[config.mk]
export PLATFORM = sky130hd
export DESIGN_NAME = rgb_pixel_blend_unit_flat
export DESIGN_NICKNAME = d
export VERILOG_FILES = /design/src/design/rpbu_pkg.sv /design/src/design/rpbu_if.sv /design/src/design/rpbu_chan_mul.sv /design/src/design/rpbu_chan_fin.sv /design/src/design/rgb_pixel_blend_unit.sv /design/src/flat_wrapper.sv
export SDC_FILE = /design/constraint.sdc
export NUM_CORES = 1
export LEC_CHECK = 0
export ABC_AREA = 1
export BUFFER_PORTS_ARGS = -buffer_cell sky130_fd_sc_hd__buf_2
export CAP_MARGIN = 20
export CORE_AREA = 2 2 200 202
export CTS_BUF_LIST = sky130_fd_sc_hd__clkbuf_8
export DETAILED_ROUTE_END_ITERATION = 16
export DIE_AREA = 0 0 202 204
export HOLD_SLACK_MARGIN = 0.02
export PLACE_DENSITY = 0.74
export SLEW_MARGIN = 15
export SYNTH_ARGS = -nofsm -noshare
export SYNTH_HDL_FRONTEND = slang
export SYNTH_SLANG_ARGS = --single-unit
[constraint.sdc]
create_clock -name clk -period 12.5 [get_ports clk]
set_input_delay 0 -clock clk [delete_from_list [all_inputs] [get_ports clk]]
set_output_delay 0 -clock clk [all_outputs]
set_load 0.005 [all_outputs]
[src/design/rpbu_pkg.sv]
`timescale 1ns / 1ps
// Shared types and codes for the RGB pixel blend unit.
// No dependencies; every other design file refers to this package.
package rpbu_pkg;

	localparam int unsigned CH_NUM   = 3;
	localparam int unsigned CH_RED   = 0;
	localparam int unsigned CH_GREEN = 1;
	localparam int unsigned CH_BLUE  = 2;

	localparam int unsigned CFG_IDX_W  = 3;
	localparam int unsigned CFG_DATA_W = 9;

	// Blend opcodes; the two spare codes pass the top pixel through
	typedef enum logic [2:0] {
		OP_MUL    = 3'd0,
		OP_SUB    = 3'd1,
		OP_OVL    = 3'd2,
		OP_SCR    = 3'd3,
		OP_ADD    = 3'd4,
		OP_SCL    = 3'd5,
		OP_PASS_A = 3'd6,
		OP_PASS_B = 3'd7
	} op_t;

	// Register indexes on the config port
	typedef enum logic [CFG_IDX_W-1:0] {
		REG_RED_OFFSET   = 3'd0,
		REG_GREEN_OFFSET = 3'd1,
		REG_BLUE_OFFSET  = 3'd2,
		REG_RED_GAIN     = 3'd3,
		REG_GREEN_GAIN   = 3'd4,
		REG_BLUE_GAIN    = 3'd5
	} reg_idx_t;

	// How the back end finishes a channel
	typedef enum logic [1:0] {
		K_DIRECT = 2'd0,  // result already known
		K_ROUND  = 2'd1,  // round(prod / 255)
		K_INV    = 2'd2,  // 255 - round(prod / 255)
		K_SAT    = 2'd3   // prod clamped to 255
	} kind_t;

	typedef struct packed {
		kind_t       kind;
		logic        dbl;     // product is doubled before rounding
		logic [15:0] prod;
		logic [7:0]  direct;
	} chan_mid_t;

	typedef struct packed {
		logic [2:0] opcode;
		logic [7:0] top_blue;
		logic [7:0] top_green;
		logic [7:0] top_red;
		logic [7:0] bottom_blue;
		logic [7:0] bottom_green;
		logic [7:0] bottom_red;
	} pix_in_t;

	typedef struct packed {
		logic [7:0] out_blue;
		logic [7:0] out_green;
		logic [7:0] out_red;
	} pix_out_t;

endpackage

[src/design/rpbu_if.sv]
`timescale 1ns / 1ps
// Valid/ready channel interfaces for pixel items in and out.
// Depends on rpbu_pkg for the payload types.
interface rpbu_in_if;
	logic              valid;
	logic              ready;
	rpbu_pkg::pix_in_t data;

	modport source (output valid, output data, input ready);
	modport sink   (input valid, input data, output ready);
endinterface

interface rpbu_out_if;
	logic               valid;
	logic               ready;
	rpbu_pkg::pix_out_t data;

	modport source (output valid, output data, input ready);
	modport sink   (input valid, input data, output ready);
endinterface

[src/design/rpbu_chan_mul.sv]
`timescale 1ns / 1ps
// Channel front end: operand select, 8x8 multiply, direct results.
// Depends on rpbu_pkg.
module rpbu_chan_mul (
	input  rpbu_pkg::op_t      op,
	input  logic [7:0]         a,
	input  logic [7:0]         b,
	input  logic signed [8:0]  offset,
	input  logic [7:0]         gain,
	output rpbu_pkg::chan_mid_t mid
);

	logic [7:0]        ma;
	logic [7:0]        mb;
	logic signed [9:0] sum;

	assign sum = $signed({2'b00, a}) + $signed({offset[8], offset});

	always_comb begin
		ma         = a;
		mb         = b;
		mid.kind   = rpbu_pkg::K_DIRECT;
		mid.dbl    = 1'b0;
		mid.direct = a;
		case (op)
			rpbu_pkg::OP_MUL: begin
				mid.kind = rpbu_pkg::K_ROUND;
			end
			rpbu_pkg::OP_SUB: begin
				mid.direct = (a >= b) ? (a - b) : 8'd0;
			end
			rpbu_pkg::OP_OVL: begin
				mid.dbl = 1'b1;
				if (b[7]) begin
					// upper half: inverted doubled screen
					ma       = ~a;
					mb       = ~b;
					mid.kind = rpbu_pkg::K_INV;
				end else begin
					mid.kind = rpbu_pkg::K_ROUND;
				end
			end
			rpbu_pkg::OP_SCR: begin
				ma       = ~a;
				mb       = ~b;
				mid.kind = rpbu_pkg::K_INV;
			end
			rpbu_pkg::OP_ADD: begin
				if (sum[9])
					mid.direct = 8'd0;
				else if (sum[8])
					mid.direct = 8'hFF;
				else
					mid.direct = sum[7:0];
			end
			rpbu_pkg::OP_SCL: begin
				mb       = gain;
				mid.kind = rpbu_pkg::K_SAT;
			end
			default: begin
				mid.direct = a;
			end
		endcase
		mid.prod = 16'(ma * mb);
	end

endmodule

[src/design/rpbu_chan_fin.sv]
`timescale 1ns / 1ps
// Channel back end: rounded divide by 255, inversion, clamp.
// Depends on rpbu_pkg.
module rpbu_chan_fin (
	input  rpbu_pkg::chan_mid_t mid,
	output logic [7:0]          res
);

	logic [16:0] x;
	logic [17:0] est;
	logic [9:0]  q0;
	logic [17:0] r;
	logic [9:0]  q;
	logic [7:0]  rnd;

	// x/255 ~ (x + x/256 + 1) / 256, low by at most one; fix with remainder
	assign x   = (mid.dbl ? {mid.prod, 1'b0} : {1'b0, mid.prod}) + 17'd127;
	assign est = {1'b0, x} + {9'd0, x[16:8]} + 18'd1;
	assign q0  = est[17:8];
	assign r   = {1'b0, x} - {q0, 8'd0} + {8'd0, q0};
	assign q   = (r >= 18'd255) ? (q0 + 10'd1) : q0;
	assign rnd = q[7:0];

	always_comb begin
		case (mid.kind)
			rpbu_pkg::K_ROUND: res = rnd;
			rpbu_pkg::K_INV:   res = ~rnd;
			rpbu_pkg::K_SAT:   res = (|mid.prod[15:8]) ? 8'hFF : mid.prod[7:0];
			default:           res = mid.direct;
		endcase
	end

endmodule

[src/design/rgb_pixel_blend_unit.sv]
`timescale 1ns / 1ps
// RGB pixel blend unit: top level with config registers and pipeline.
// Depends on rpbu_pkg, rpbu_if, rpbu_chan_mul and rpbu_chan_fin.
//
// Usage:
//  - in_ch carries one item per pixel: opcode plus top and bottom RGB bytes.
//    out_ch returns one item per input item, in order: the three result bytes.
//  - Config registers (offsets, gains) are written through cfg_we/cfg_idx/
//    cfg_data, one register per cycle; write them only while the block is idle.
//    Unknown indexes are dropped.
//  - Two registers: input register, then per channel one 8x8 multiply and the
//    divide-by-255 logic feeding the result register. An accepted item is held
//    in the input register, then passes through the blend logic into the result
//    register, which drives out valid; throughput is one item per cycle while
//    out_ch is ready.
//  - Each register has its own valid bit and loads when it is empty or its
//    content moves on, so bubbles close up and in_ch stays ready while a
//    finished item waits on out_ch, until both registers are full.
//  - When the receiver stalls, out_ch holds its item and valid; up to two
//    items sit in the block before in_ch.ready drops.
//  - Reset (arst_n low) empties the pipe and sets offsets to 0, gains to 1.
module rgb_pixel_blend_unit (
	input  logic                              clk,
	input  logic                              arst_n,
	rpbu_in_if.sink                           in_ch,
	rpbu_out_if.source                        out_ch,
	input  logic                              cfg_we,
	input  logic [rpbu_pkg::CFG_IDX_W-1:0]    cfg_idx,
	input  logic [rpbu_pkg::CFG_DATA_W-1:0]   cfg_data
);

	localparam int unsigned NCH = rpbu_pkg::CH_NUM;

	// config registers, indexed by channel
	logic signed [8:0] offset_q [NCH];
	logic [7:0]        gain_q   [NCH];

	// pipeline
	logic              v_s1, v_s2;
	logic              rdy_s1, rdy_s2;
	rpbu_pkg::pix_in_t in_s1;
	rpbu_pkg::op_t     op_s1;
	logic [7:0]        top_px [NCH];
	logic [7:0]        bot_px [NCH];
	rpbu_pkg::chan_mid_t mid_c  [NCH];
	logic [7:0]        res_c  [NCH];
	logic [7:0]        res_s2 [NCH];

	// config writes
	always_ff @(posedge clk or negedge arst_n) begin
		if (!arst_n) begin
			for (int i = 0; i < NCH; i++) begin
				offset_q[i] <= 9'sd0;
				gain_q[i]   <= 8'd1;
			end
		end else if (cfg_we) begin
			case (rpbu_pkg::reg_idx_t'(cfg_idx))
				rpbu_pkg::REG_RED_OFFSET:   offset_q[rpbu_pkg::CH_RED]   <= cfg_data;
				rpbu_pkg::REG_GREEN_OFFSET: offset_q[rpbu_pkg::CH_GREEN] <= cfg_data;
				rpbu_pkg::REG_BLUE_OFFSET:  offset_q[rpbu_pkg::CH_BLUE]  <= cfg_data;
				rpbu_pkg::REG_RED_GAIN:     gain_q[rpbu_pkg::CH_RED]     <= cfg_data[7:0];
				rpbu_pkg::REG_GREEN_GAIN:   gain_q[rpbu_pkg::CH_GREEN]   <= cfg_data[7:0];
				rpbu_pkg::REG_BLUE_GAIN:    gain_q[rpbu_pkg::CH_BLUE]    <= cfg_data[7:0];
				default: ;
			endcase
		end
	end

	// a stage may load when empty or when its item leaves this cycle
	assign rdy_s2      = !v_s2 || out_ch.ready;
	assign rdy_s1      = !v_s1 || rdy_s2;
	assign in_ch.ready = rdy_s1;

	always_ff @(posedge clk or negedge arst_n) begin
		if (!arst_n) begin
			v_s1 <= 1'b0;
			v_s2 <= 1'b0;
		end else begin
			if (rdy_s1) v_s1 <= in_ch.valid;
			if (rdy_s2) v_s2 <= v_s1;
		end
	end

	// payload registers
	always_ff @(posedge clk) begin
		if (rdy_s1 && in_ch.valid)
			in_s1 <= in_ch.data;
		if (rdy_s2 && v_s1)
			res_s2 <= res_c;
	end

	assign op_s1 = rpbu_pkg::op_t'(in_s1.opcode);

	assign top_px[rpbu_pkg::CH_RED]   = in_s1.top_red;
	assign top_px[rpbu_pkg::CH_GREEN] = in_s1.top_green;
	assign top_px[rpbu_pkg::CH_BLUE]  = in_s1.top_blue;
	assign bot_px[rpbu_pkg::CH_RED]   = in_s1.bottom_red;
	assign bot_px[rpbu_pkg::CH_GREEN] = in_s1.bottom_green;
	assign bot_px[rpbu_pkg::CH_BLUE]  = in_s1.bottom_blue;

	// same datapath for every channel
	for (genvar c = 0; c < NCH; c++) begin : g_ch
		rpbu_chan_mul u_mul (
			.op     (op_s1),
			.a      (top_px[c]),
			.b      (bot_px[c]),
			.offset (offset_q[c]),
			.gain   (gain_q[c]),
			.mid    (mid_c[c])
		);

		rpbu_chan_fin u_fin (
			.mid (mid_c[c]),
			.res (res_c[c])
		);
	end

	assign out_ch.valid          = v_s2;
	assign out_ch.data.out_red   = res_s2[rpbu_pkg::CH_RED];
	assign out_ch.data.out_green = res_s2[rpbu_pkg::CH_GREEN];
	assign out_ch.data.out_blue  = res_s2[rpbu_pkg::CH_BLUE];

endmodule

[src/flat_wrapper.sv]
// flat-port wrapper written by rule: the top's interface ports become plain ports
module rgb_pixel_blend_unit_flat 
  (clk, arst_n, cfg_we, cfg_idx, cfg_data, in_ch_valid, in_ch_data, in_ch_ready, out_ch_valid, out_ch_data, out_ch_ready);
  rpbu_in_if in_ch_i ();
  rpbu_out_if out_ch_i ();
  input  logic clk;
  input  logic arst_n;
  input  logic cfg_we;
  input  logic [rpbu_pkg::CFG_IDX_W-1:0] cfg_idx;
  input  logic [rpbu_pkg::CFG_DATA_W-1:0] cfg_data;
  input wire logic [$bits(in_ch_i.valid)-1:0] in_ch_valid;
  input wire logic [$bits(in_ch_i.data)-1:0] in_ch_data;
  output wire logic [$bits(in_ch_i.ready)-1:0] in_ch_ready;
  output wire logic [$bits(out_ch_i.valid)-1:0] out_ch_valid;
  output wire logic [$bits(out_ch_i.data)-1:0] out_ch_data;
  input wire logic [$bits(out_ch_i.ready)-1:0] out_ch_ready;
  assign in_ch_i.valid = in_ch_valid;
  assign in_ch_i.data = in_ch_data;
  assign in_ch_ready = in_ch_i.ready;
  assign out_ch_valid = out_ch_i.valid;
  assign out_ch_data = out_ch_i.data;
  assign out_ch_i.ready = out_ch_ready;
  rgb_pixel_blend_unit u_core (.clk(clk), .arst_n(arst_n), .in_ch(in_ch_i), .out_ch(out_ch_i), .cfg_we(cfg_we), .cfg_idx(cfg_idx), .cfg_data(cfg_data));
endmodule
==> metrics.md, run 1 <==
| Metric | Value |
|---|---|
| Status | `complete, no violations` |
| CTS tree | `done` |
| Top-count cell post-synth | `nand2_1` |
| Placed cells | `3728` |
| Final setup viols | `0` |
| CP max-delay cell | `fa_1` |
| Syn avg cell area | `7.03 um2` |
| Die Ht | `204 um` |
| Hold crit path type | `in2reg` |
| Largest net degree at the start of global routing | `54` |
| Hold Vio Cnt, Final | `0` |
| TritonCTS Buffers | `17` |
| CP Capture Type | `register` |
| WL/cell | `16.1 um` |
| Ys async rst share | `41.4%` |
| Syn nets | `3583` |
| FF/Latch Area | `3580 um2` |
| Clock skew | `0.0240 ns` |
| Die width | `202 um` |
| Fin. max-slew vios | `0` |
| Number of global-route vias before repair | `20085` |
| Core Util, Final | `61.8%` |
| Number of synthesized flops with an enable pin | `75` |
| CP max stage delay | `0.54 ns` |
| Diodes inserted | `0` |
| Syn-to-layout area delta | `10.4%` |
| Share of cells above drive strength 1 | `10.9%` |
| Global-route wire length before repair | `99700 um` |
| Initial antenna violation count | `0` |
| Post-synthesis cell count | `3122` |
| Finished Cell Area | `24200 um2` |
| Top-area cell type share of the netlist area | `15.7%` |
| Drt total wl | `61700 um` |
| CTS Root Cell | `clkbuf_8` |
| Critical path class | `reg2reg` |
| Antenna Nets Post-Route | `0` |
| Total Nets Final | `3751` |
| DR vias/cell | `5.47` |
| CTS Buffer Depth | `2` |
| Post-synthesis instance area | `21900 um2` |
| Placed inst area | `23000 um2` |
| HPWL after DPL | `50800 um` |
| Total die area | `41200 um2` |
| Clk_lat worst skew | `0.50 ns` |
| Sink Count | `128` |
| Max Freq | `86.9 MHz` |
| Most frequent CP cell | `nand2_1` |
| Final worst-path cycle share | `92.0%` |
| Starting Density | `56.0%` |
| Input/output buffers | `93` |
| Multi-input logic area | `16100 um2` |
| Yosys top cell by area | `ha_1` |
| Max Cap Viol | `0` |
| Residual DRC count | `0` |
| WP data arrival | `11.72 ns` |
| Detailed-route via count | `20930` |
| YS warnings | `0` |
| Post-synthesis sequential area ratio | `16.3%` |
| Yosys cell types | `69` |
| GPL Wtd Cong | `0.963` |
| FF+latch count, synth | `128` |
| Clk pin slew, worst setup/hold paths | `0.08 ns` |
| Min Tclk post-route | `11.51 ns` |
| Rows | `73` |
| Starting DRT DRC Count | `1386` |
| Worst Tran Pin Value | `0.869 ns` |
| I/O pins | `94` |
| Fillers | `3550` |
| H-tree depth | `4` |
| GR Overflow Total | `0` |
| Commonest cells in the netlist | `nand2_1 (726), inv_1 (560), ha_1 (276), nor2_1 (262), o21ai_0 (162)` |
| Core box area | `39200 um2` |
| Top cells by area, synth | `ha_1 (16%), nand2_1 (12%), fa_1 (11%)` |
| Max-slew headroom at the worst pin | `41.7%` |
| Critical Path Source Type | `register` |
| Worst-path fanout max | `13` |
| Critical path required time | `12.71 ns` |
| Initial DRT Pass Iterations | `5` |
| Ys flop type | `edfxtp_1` |
| Total track usage | `29.9%` |
| Finished Layout Cells | `3828` |
-- path summary, 6_finish.rpt --
path / startpoint / endpoint / slack (ns) / cells after the start
hold / removal: cfg_idx[1] / u_core.gain_q[0] / 0.17 / 4
max in group asynchronous: arst_n / u_core.gain_q[23] / 11.85 / 3
min in group asynchronous: arst_n / u_core.offset_q[2] / 0.18 / 3
setup reg to reg: u_core.op_s1[1] / u_core.out_ch.data[13] / 0.99 / 63
setup / recovery: u_core.op_s1[1] / u_core.out_ch.data[13] / 0.99 / 63
hold reg to reg: u_core.gain_q[7] / u_core.gain_q[7] / 0.50 / 2
-- sequential cells by signal (all words and copies together), names as in the netlist --
register	flops
u_core.gain_q	24
u_core.bot_px	24
u_core.in_s1	24
u_core.out_ch.data	24
u_core.offset_q	27
u_core.v_s1	1
u_core.op_s1	3
u_core.out_ch.valid	1
-- layout make-up --
| class | instances | area share, % |
|---|---|---|
| clock buffers | 19 | 1.08 |
| repair buffers | 179 | 5.26 |
| multi-input cells | 2367 | 66.3 |
| clock inverters | 13 | 0.558 |
| well taps | 525 | 2.71 |
| flip-flops and latches | 128 | 14.8 |
| inverters | 597 | 9.32 |
-- cells by family after synthesis --
group	Yosys count	synth area share, %
buf+inv	627	11.1
compound gates	431	11.3
xor+xnor	127	5.38
flops	128	16.3
simple gates	1416	29.5
fa+ha+maj	393	26.4
-- cell usage in the layout (no fill, tap or decap), types with 21 or more instances in the layout --
cell type / instances
ha_1: 276
nand2_1: 724
nand2_2: 56
nand4_1: 74
fa_1: 117
edfxtp_1: 75
nand3_1: 151
dlygate4sd3_1: 65
buf_2: 93
o21ai_1: 22
inv_1: 560
dfrtp_1: 50
a21oi_1: 131
nor2_1: 259
nor3_1: 38
xor2_1: 102
inv_2: 33
o21ai_0: 159
buf_4: 21
-- per-layer routing --
layer / track usage, % / part of all wire, % / vias to the layer above
li1: - / - / 10409
met1: 40.6 / 46 / 9792
met2: 50.8 / 46 / 622
met3: 3.03 / 5.7 / 107
met4: 8.48 / 2.5 / 0
met5: 0 / 0 / -
-- through the flow --
| stage | TNS, ns | hold slack, ns | setup slack, ns |
|---|---|---|---|
| 4_1_cts | 0 | 0.169 | 0.265 |
| 5_1_grt | -0.0107 | 0.223 | -0.0105 |
| 3_5_place_dp | 0 | 0.178 | 0.287 |
| 3_3_place_gp | 0 | 0.176 | 0.795 |
| 2_1_floorplan | 0 | -0.296 | 1.78 |
| 6_report | 0 | 0.174 | 0.994 |
-- what timing repair did --
item | 4_1_cts | 5_1_grt
hold buffers | 65 | 0
endpoints found under the hold margin | 151 | 0
setup buffers | 0 | 3
gates resized for setup | 0 | 37
setup endpoints to repair | 0 | 24
-- critical path, delay by kind of cell (launching register included) --
family / cells / cell delay, ns
adder cells (fa/ha/maj): 9 / 3.50
flip-flops: 1 / 0.49
AO/OA/AOI/OAI: 12 / 2.18
AND/OR/NAND/NOR: 29 / 3.61
XOR/XNOR: 1 / 0.12
buffers and inverters: 12 / 1.32
Power of run 1 is left out: the tool's default activity adds up to more than one toggle a clock period on the data nets, which glitch-free logic cannot reach.
==> inputs of run 2 (changes only) <==
--- a/config.mk
+++ b/config.mk
@@ -13,7 +13,7 @@
 export DETAILED_ROUTE_END_ITERATION = 16
 export DIE_AREA = 0 0 202 204
 export HOLD_SLACK_MARGIN = 0.02
-export PLACE_DENSITY = 0.74
+export PLACE_DENSITY_LB_ADDON = 0.25
 export SLEW_MARGIN = 15
 export SYNTH_ARGS = -nofsm -noshare
 export SYNTH_HDL_FRONTEND = slang
==> run 2 against run 1 <==
Net effect:
- clock-buffer cell count decreased by 1
- core utilization decreased by 0.12 points
- clock skew down 0.0056 ns
- non-clock buffer count rose by 1
- maximum frequency decreased by 0.27%
- flip-flop and latch count is the same
==> metrics.md, run 2 (synthesis results as in run 1) <==
| Metric | Value |
|---|---|
| Status | `complete, no violations` |
| Diodes inserted | `0 (unchanged)` |
| Critical path required time | `12.72 ns (about the same)` |
| Placed cells | `3726 (-0.054%)` |
| Setup WS pre-CTS | `0.566 ns (+0.279 ns)` |
| Die Ht | `204 um (unchanged)` |
| Global-route wire length before repair | `101000 um (+1.4%)` |
| Syn-to-layout area delta | `10.2%` |
| WP data arrival | `11.76 ns (+0.04 ns)` |
| Residual DRC count | `0 (unchanged)` |
| Min Tclk post-route | `11.54 ns (+0.0308 ns)` |
| Share of cells above drive strength 1 | `10.9% (about the same)` |
| Critical Path Source Type | `register` |
| Total track usage | `30.3% (+0.42 points)` |
| CTS Root Cell | `clkbuf_8` |
| Hold crit path type | `in2reg` |
| H-tree depth | `4 (unchanged)` |
| Max Freq | `86.7 MHz (-0.27%)` |
| Die width | `202 um (unchanged)` |
| CP Capture Type | `register` |
| Drt total wl | `62200 um (+0.86%)` |
| Starting Density | `56.0% (unchanged)` |
| Initial DRT Pass Iterations | `6 (+1)` |
| Worst Tran Pin Value | `1.20 ns (+0.330 ns)` |
| GR Overflow Total | `0 (unchanged)` |
| Initial antenna violation count | `0 (unchanged)` |
| Total Nets Final | `3752 (+0.027%)` |
| Commonest non-fill, non-tap cell in the layout | `nand2_1` |
| Clk_lat worst skew | `0.48 ns (-0.02 ns)` |
| TritonCTS Buffers | `17 (unchanged)` |
| Max reg flops | `27 (unchanged)` |
| Largest net degree at the start of global routing | `54 (unchanged)` |
| Clk pin slew, worst setup/hold paths | `0.08 ns (about the same)` |
| Rows | `73 (unchanged)` |
| Largest register by flop count | `u_core.offset_q` |
| Core box area | `39200 um2 (unchanged)` |
| Number of global-route vias before repair | `20216 (+0.65%)` |
| Critical path class | `reg2reg` |
| Antenna Nets Post-Route | `0 (unchanged)` |
| CTS tree | `done` |
| Clock skew | `0.0184 ns (-0.00564 ns)` |
| Finished Layout Cells | `3829 (+0.026%)` |
| Final worst-path cycle share | `92.3% (+0.25 points)` |
| I/O pins | `94 (unchanged)` |
| Hold Vio Cnt, Final | `0 (unchanged)` |
| Most frequent cells in the layout | `nand2_1 (723), inv_1 (560), ha_1 (276), nor2_1 (260), o21ai_0 (160)` |
| Total die area | `41200 um2 (unchanged)` |
| HPWL after DPL | `51000 um (+0.33%)` |
| Max-slew headroom at the worst pin | `20.1% (-22 points)` |
| CP max-delay cell | `fa_1` |
| CTS Buffer Depth | `2 (unchanged)` |
| Detailed-route via count | `20794 (-0.65%)` |
| Setup TNS | `0 ns (unchanged)` |
| Fillers | `3600 (+1.4%)` |
| Fin. max-slew vios | `0 (unchanged)` |
| Input/output buffers | `93 (unchanged)` |
| Most frequent CP cell | `nand2_1` |
| GPL Wtd Cong | `0.950 (-1.4%)` |
| Sink Count | `128 (unchanged)` |
| Starting DRT DRC Count | `1617 (+17%)` |
| Core Util, Final | `61.7% (-0.12 points)` |
| Final setup viols | `0 (unchanged)` |
| DR vias/cell | `5.43 (-0.68%)` |
| Worst setup margin | `0.963 ns (-0.0308 ns)` |
| Worst-path fanout max | `14 (+1)` |
| WL/cell | `16.2 um (+0.83%)` |
| CP max stage delay | `0.54 ns (about the same)` |
| Max Cap Viol | `0 (unchanged)` |
==> run 2: per-layer routing <==
| layer | GRT usage (%) | up-vias | part of all wire [%] |
|---|---|---|---|
| met1 | 41.9 | 9627 | 47 |
| li1 | - | 10414 | - |
| met3 | 3.30 | 116 | 5.6 |
| met2 | 50.1 | 637 | 45 |
| met5 | 0 | - | 0 |
| met4 | 9.27 | 0 | 2.7 |
==> run 2: layout make-up <==
type | count | area (um2) | area share [%]
Multi-Input combinational cell | 2367 | 16000 | 66.3
Timing Repair Buffer | 180 | 1280 | 5.30
Clock buffer | 18 | 248 | 1.02
Clock inverter | 14 | 130 | 0.538
Sequential cell | 128 | 3580 | 14.8
Inverter | 597 | 2250 | 9.31
Tap cell | 525 | 657 | 2.72
==> run 2: stage by stage <==
stage          hold slack (ns)  area, um2
2_1_floorplan           -0.296      21900
3_3_place_gp             0.163      23000
3_5_place_dp             0.178      23000
4_1_cts                  0.142      24000
5_1_grt                  0.187      24200
6_report                 0.176      24200
==> run 2: final timing paths <==
kind / from / end / slack (ns) / depth (start not counted)
min in group asynchronous: arst_n / u_core.offset_q[2] / 0.19 / 3
worst min-delay path: cfg_idx[0] / u_core.gain_q[8] / 0.18 / 4
worst max-delay path: u_core.op_s1[0] / u_core.out_ch.data[20] / 0.96 / 63
max in group asynchronous: arst_n / u_core.offset_q[23] / 11.83 / 3
worst max register to register: u_core.op_s1[0] / u_core.out_ch.data[20] / 0.96 / 63
worst min register to register: u_core.gain_q[12] / u_core.gain_q[12] / 0.49 / 2
==> run 2: critical path, delay by kind of cell, from the launching register on <==
kind / cells / cell delay, ns
fa+ha+maj: 9 / 3.88
flops: 1 / 0.52
compound gates: 8 / 1.45
simple gates: 38 / 4.63
buf+inv: 8 / 0.75
==> run 2: what timing repair did <==
item                                   CTS  global route
gates resized for setup                  0            30
endpoints found under the hold margin  147             0
hold buffers                            65             0
setup buffers                            0             6
setup endpoints to repair                0            24
Power of run 2 is left out for the same reason.
